--- src/design/pta_pkg.sv ---
package pta_pkg;

    // Configuration register indexes
    typedef enum logic [2:0] {
        CFG_PROP_GAIN   = 3'd0,
        CFG_INTEG_GAIN  = 3'd1,
        CFG_DERIV_GAIN  = 3'd2,
        CFG_WINDUP_GAIN = 3'd3,
        CFG_OUT_LIMIT   = 3'd4
    } t_cfg_idx;

    localparam int unsigned CFG_IDX_W  = 3;
    localparam int unsigned CFG_DATA_W = 32;

    // Divider retires two quotient bits per cycle over 48 bits
    localparam int unsigned DIV_QBITS = 48;
    localparam int unsigned DIV_STEPS = DIV_QBITS / 2;
    localparam int unsigned DIV_CNT_W = 5;

    // Largest derivative magnitude, 2^47 - 1
    localparam logic [46:0] D_MAX = {47{1'b1}};

    typedef struct packed {
        logic               kind;
        logic signed [31:0] err_in;
        logic        [31:0] step_time;
        logic signed [31:0] feed_fwd;
    } t_in_item;

    typedef struct packed {
        logic signed [31:0] drive;
        logic               clamped;
        logic               zero_step;
    } t_out_item;

    // Operand pair selected for the shared multiplier
    typedef enum logic [2:0] {
        MOP_KD_DIFF = 3'd0,
        MOP_KP_ERR  = 3'd1,
        MOP_KI_HALF = 3'd2,
        MOP_QH_DT   = 3'd3,
        MOP_QL_DT   = 3'd4,
        MOP_KAW_EH  = 3'd5,
        MOP_KAW_EL  = 3'd6
    } t_mop;

    typedef struct packed {
        logic in_ready;
        t_mop mop;
        logic div_start;
        logic take_p;
        logic take_ql;
        logic take_inc;
        logic add_inc;
        logic take_isum;
        logic take_integ;
        logic take_sum;
        logic finish;
    } t_cmd;

    typedef struct packed {
        logic in_valid;
        logic in_clear;
        logic div_done;
        logic out_free;
    } t_sts;

endpackage

--- src/design/pta_ctrl.sv ---
module pta_ctrl (
    input  logic          i_clk,
    input  logic          i_rst_n,
    input  pta_pkg::t_sts i_sts,
    output pta_pkg::t_cmd o_cmd
);

    typedef enum logic [11:0] {
        ST_IDLE  = 12'b0000_0000_0001,
        ST_MD    = 12'b0000_0000_0010,
        ST_MP    = 12'b0000_0000_0100,
        ST_MI    = 12'b0000_0000_1000,
        ST_MQH   = 12'b0000_0001_0000,
        ST_MQL   = 12'b0000_0010_0000,
        ST_MAH   = 12'b0000_0100_0000,
        ST_MAL   = 12'b0000_1000_0000,
        ST_SAT   = 12'b0001_0000_0000,
        ST_DWAIT = 12'b0010_0000_0000,
        ST_SUM   = 12'b0100_0000_0000,
        ST_FIN   = 12'b1000_0000_0000
    } t_state;

    t_state r_state;
    t_state n_state;

    always_comb begin
        n_state = r_state;
        o_cmd   = '0;
        o_cmd.mop = pta_pkg::MOP_KD_DIFF;
        unique case (r_state)
            ST_IDLE: begin
                o_cmd.in_ready = 1'b1;
                if (i_sts.in_valid) begin
                    n_state = i_sts.in_clear ? ST_FIN : ST_MD;
                end
            end
            ST_MD: begin
                o_cmd.mop = pta_pkg::MOP_KD_DIFF;
                n_state   = ST_MP;
            end
            ST_MP: begin
                o_cmd.mop       = pta_pkg::MOP_KP_ERR;
                o_cmd.div_start = 1'b1;
                n_state         = ST_MI;
            end
            ST_MI: begin
                o_cmd.mop    = pta_pkg::MOP_KI_HALF;
                o_cmd.take_p = 1'b1;
                n_state      = ST_MQH;
            end
            ST_MQH: begin
                o_cmd.mop     = pta_pkg::MOP_QH_DT;
                o_cmd.take_ql = 1'b1;
                n_state       = ST_MQL;
            end
            ST_MQL: begin
                o_cmd.mop      = pta_pkg::MOP_QL_DT;
                o_cmd.take_inc = 1'b1;
                n_state        = ST_MAH;
            end
            ST_MAH: begin
                o_cmd.mop     = pta_pkg::MOP_KAW_EH;
                o_cmd.add_inc = 1'b1;
                n_state       = ST_MAL;
            end
            ST_MAL: begin
                o_cmd.mop       = pta_pkg::MOP_KAW_EL;
                o_cmd.take_isum = 1'b1;
                n_state         = ST_SAT;
            end
            ST_SAT: begin
                o_cmd.take_integ = 1'b1;
                n_state          = ST_DWAIT;
            end
            ST_DWAIT: begin
                if (i_sts.div_done) begin
                    n_state = ST_SUM;
                end
            end
            ST_SUM: begin
                o_cmd.take_sum = 1'b1;
                n_state        = ST_FIN;
            end
            ST_FIN: begin
                if (i_sts.out_free) begin
                    o_cmd.finish = 1'b1;
                    n_state      = ST_IDLE;
                end
            end
            default: begin
                n_state = ST_IDLE;
            end
        endcase
    end

    always_ff @(posedge i_clk) begin
        if (!i_rst_n) begin
            r_state <= ST_IDLE;
        end else begin
            r_state <= n_state;
        end
    end

endmodule

--- config.mk ---
export PLATFORM = sky130hd
export DESIGN_NAME = pta_ctrl
export DESIGN_NICKNAME = d
export VERILOG_FILES = /design/src/design/pta_pkg.sv /design/src/design/pta_ctrl.sv
export SDC_FILE = /design/constraint.sdc
export NUM_CORES = 1
export LEC_CHECK = 0
export BUFFER_PORTS_ARGS = -buffer_cell sky130_fd_sc_hd__clkbuf_2
export CORE_MARGIN = 1.5
export CORE_UTILIZATION = 56
export DETAILED_ROUTE_END_ITERATION = 8
export PLACE_DENSITY = 0.82
export SYNTH_ARGS = -nofsm -noshare
export SYNTH_HDL_FRONTEND = slang
export SYNTH_SLANG_ARGS = --single-unit
export TNS_END_PERCENT = 30
--- constraint.sdc ---
create_clock -name i_clk -period 3.6 [get_ports i_clk]
set_input_delay 0.72 -clock i_clk [delete_from_list [all_inputs] [get_ports i_clk]]
set_output_delay 0.72 -clock i_clk [all_outputs]
set_load 0.02 [all_outputs]
Word-level counts from Yosys, hierarchy flattened --
Index checks and enable logic that the tools add are counted.
Storage, ports and cells: register bits after elaboration 12, input bits 6, output and inout bits 13, word-level logic and storage cells 34
Operators by class: equal/unequal tests 15, multiplexer cells 17, reductions and logical operators 1
Operators by type and width (number):
- $pmux 12 s12 | 1
- $mux 12 | 4
- $pmux 3 s6 | 1
- $eq 12x1->1 const B | 1
- $eq 12x10->1 const B | 1
- $eq 12x11->1 const B | 1
- $eq 12x12->1 const B | 1
- $eq 12x2->1 const B | 1
- $eq 12x3->1 const B | 1
- $eq 12x4->1 const B | 1
- $eq 12x5->1 const B | 1
- $eq 12x6->1 const B | 1
- $eq 12x7->1 const B | 1
- $eq 12x8->1 const B | 1
- $eq 12x9->1 const B | 1
- $mux 1 | 11
- $ne 2x2->1 const B | 3
- $reduce_and 3->1 | 1

Depth between registers and ports, before layout --
word-level depth 3, depth in mapped cells 5, gate-level depth less buffers 4

Worst setup path before layout --
No wires, ideal clock.
path kind register to output, start register r_state[2], end output o_cmd[5] (netlist bit), data arrival time 1.799 ns, required time 2.880 ns, slack 1.081 ns, stages on the path, launching flop included 6, path buffers 1, cell sequence dfxtp_1 -> buf_4 -> nor4_4 -> nand3_1 -> or3_4 -> nor3b_1
RTL lines:
- from (decl) | RTL line pta_ctrl.sv:23 | t_state r_state;
- from (signal assigned) | RTL line pta_ctrl.sv:100 | r_state <= n_state;
- to (decl) | RTL line pta_ctrl.sv:5 | output pta_pkg::t_cmd o_cmd

==> results by group <==
Timing
  • F_max: ~360 MHz
  • Worst Setup Slack, final: 0.859 ns
  • Final setup viols: 0
  • Rel. slew slack: 58.1%
  • Minimum clock period: around 2.7 ns
  • Setup TNS: 0 ns
  • Hold Fails Final Rpt: 0
  • Crit share post-route: 76.1%
  • Slew @ Worst Pin: slightly above 0.6 ns
  • RSZ-0062 raised after global routing: no
  • Clock Skew: between 0.003 and 0.004 ns
  • Slew Limit Fails: 0

Clocking
  • Root buf cell: clkbuf_4
  • CTS resizes: 0
  • Number of buffers created by CTS: 3
  • Longest Clk Path Bufs: 2
  • Setup Fix Bufs, Post-CTS: 0
  • Hold buffers post-CTS: 0
  • H-tree depth: 1
  • Total clock sinks: 12
  • Worst-path clk slew: approximately 0.060 ns
  • CTS tree: built
  • Clk_lat worst skew: roughly 0.27 ns

Floorplan
  • Starting Density: 59.1%
  • Ports: 19
  • Die width: between 40 and 50 um
  • Die ar.: ~1800 um2
  • Core Region: between 1000 and 1500 um2
  • Die H: roughly 43 um
  • # rows: 14

Logic synthesis
  • Ranking of synthesized cells by area: dfxtp_1, nor3b_1, nor4_4, nor2_1, nor4_2
  • Mapped Area: about 900 um2
  • Netlist cell types: 40
  • Top-area cell type share of the netlist area: between 20% and 30%
  • Post-synth top flop: dfxtp_1
  • Commonest cells in the netlist: dfxtp_1, nor2_1, nand3_1, nor3b_1
  • Cell with the most instances after synthesis: dfxtp_1
  • Synth Warn #: 0
  • FF+latch count, synth: 12
  • Synthesized area per cell: between 8 and 9 um2
  • Area leader, netlist: dfxtp_1
  • Syn nets: 110
  • Async S/R FF share, synth: 0%
  • Cell count after synthesis: about 100
  • EDFF count, synth: 0
  • Register area share after synthesis: between 20 and 30%

Routing
  • Via density: between 6 and 7
  • WL/cell: 14.0 um
  • Initial DRC Count: 29
  • Drt first pass iters: 4
  • Via count: 848
  • WL final: approximately 1900 um
  • Detailed-route DRC error count: 0
  • Post-DRT Antenna Nets: 0

Min path
  • Hold Crit Start: r_state[0]
  • Worst hold path type: register to register

Worst setup path
  • CP Data Arrival Time: around 2.0 ns
  • Required @ worst endpoint: 2.88 ns
  • Critical Path End Type: output port
  • RR Startpoint: r_state[11]
  • Crit path launch type: register
  • Setup CP Type: register to output port
  • Critical Path Fanout Max: 8
  • Crit path launch: r_state[1]

Finish
  • N_diodes: 0
  • Nets: approximately 130
  • Max reg flops: 12
  • Share of cells above drive strength 1: 26.7%
  • Top reg by flops: r_state
  • Fillers: ~130
  • Synth-to-Final Area Change: 10.5%
  • Largest regs: r_state x12

Global route
  • Initial antenna violation count: 0
  • Gr ovfl total: 0
  • Overall Global Routing Usage: 23.0%
  • First-pass GRT wire length: roughly 3200 um
  • Vias in the first global route: approximately 760
  • Largest net degree at the start of global routing: 13

Run status
  • Outcome: complete, no violations

Pwr
  • Pwr Density: ~330 nW/um2
  • Peak supply drop: approximately 0.00016 V
  • Static Leak: 0.385 nW
  • Total Power: 0.320 mW

Placed design
  • Port bufs: 18
  • DP Wirelength: between 1000 and 1500 um
  • RD Place Congestion: a little under 0.9
  • Place WS: 1.17 ns

Flow run
  • Max_cap viols: 0
[path summary, 6_finish.rpt]
kind	slack (ns)	to	depth (start not counted)
setup / recovery	0.86	o_cmd[5]	5
setup reg to reg	1.80	r_state[0]	4
hold reg to reg	0.55	r_state[2]	1
hold / removal	0.55	r_state[2]	1
[logic make-up after synthesis]
logic type / count (synthesis) / share of synthesized area (%)
XOR/XNOR: 4 / 3.98
AO/OA/AOI/OAI: 15 / 12.9
flip-flops: 12 / 27.3
buffers and inverters: 11 / 7.11
AND/OR/NAND/NOR: 62 / 48.6
[where the power goes]
part / internal (mW) / switching, mW
clock: 0.0388 / 0.0400
combinational: 0.0379 / 0.0551
sequential: 0.138 / 0.0107
[routing by layer]
metal	track usage, %	share of wire, %	up-vias
met3	2.16	4.0	3
met1	30.3	47	392
li1	-	-	423
met5	0	0	-
met2	37.6	48	30
met4	10.0	1.0	0
[worst max-delay path, stage by stage, from the launching register on]
cell	delay, ns
dfxtp_1	0.41
nor4_4	0.41
nand3_1	0.17
or3_4	0.38
nor3b_1	0.18
clkbuf_2	0.19
[layout by cell type (no fill, tap or decap), drive strengths merged]
cell type   n
a21oi       3
nand4b      2
nor4        8
xnor2       2
and2        1
nor2       11
and3        2
a21boi      1
a311oi      1
nor3b       8
a41oi       1
a41o        1
nand4       1
o41ai       2
a211oi      1
o32ai       1
nor3        3
dfxtp      12
nand2b      2
or3         3
o21ai       3
clkbuf     21
nor2b       2
nor4b       2
nand3       8
nand3b      1
xor2        2
o211ai      1
nand2       6
or4         2
inv         6
[metrics by stage]
stage                     std cells  util, %  hold WS (ns)  area (um2)
final                           136     65.3         0.554         972
after global routing            136     65.3         0.608         972
after CTS                       136     65.3         0.558         972
after detailed placement        133     63.8         0.547         950
after global placement          133     63.8         0.549         950
after floorplan                 104        -         0.503         880
[layout make-up]
type	count	area (um2)	share of cell area (%)
multi-input cells	81	577	59.3
flip-flops and latches	12	240	24.7
repair buffers	18	90.1	9.27
clock buffers	3	22.5	2.32
inverters	6	22.5	2.32
well taps	16	20.0	2.06
No activity file was read; power rests on OpenSTA's default activity.
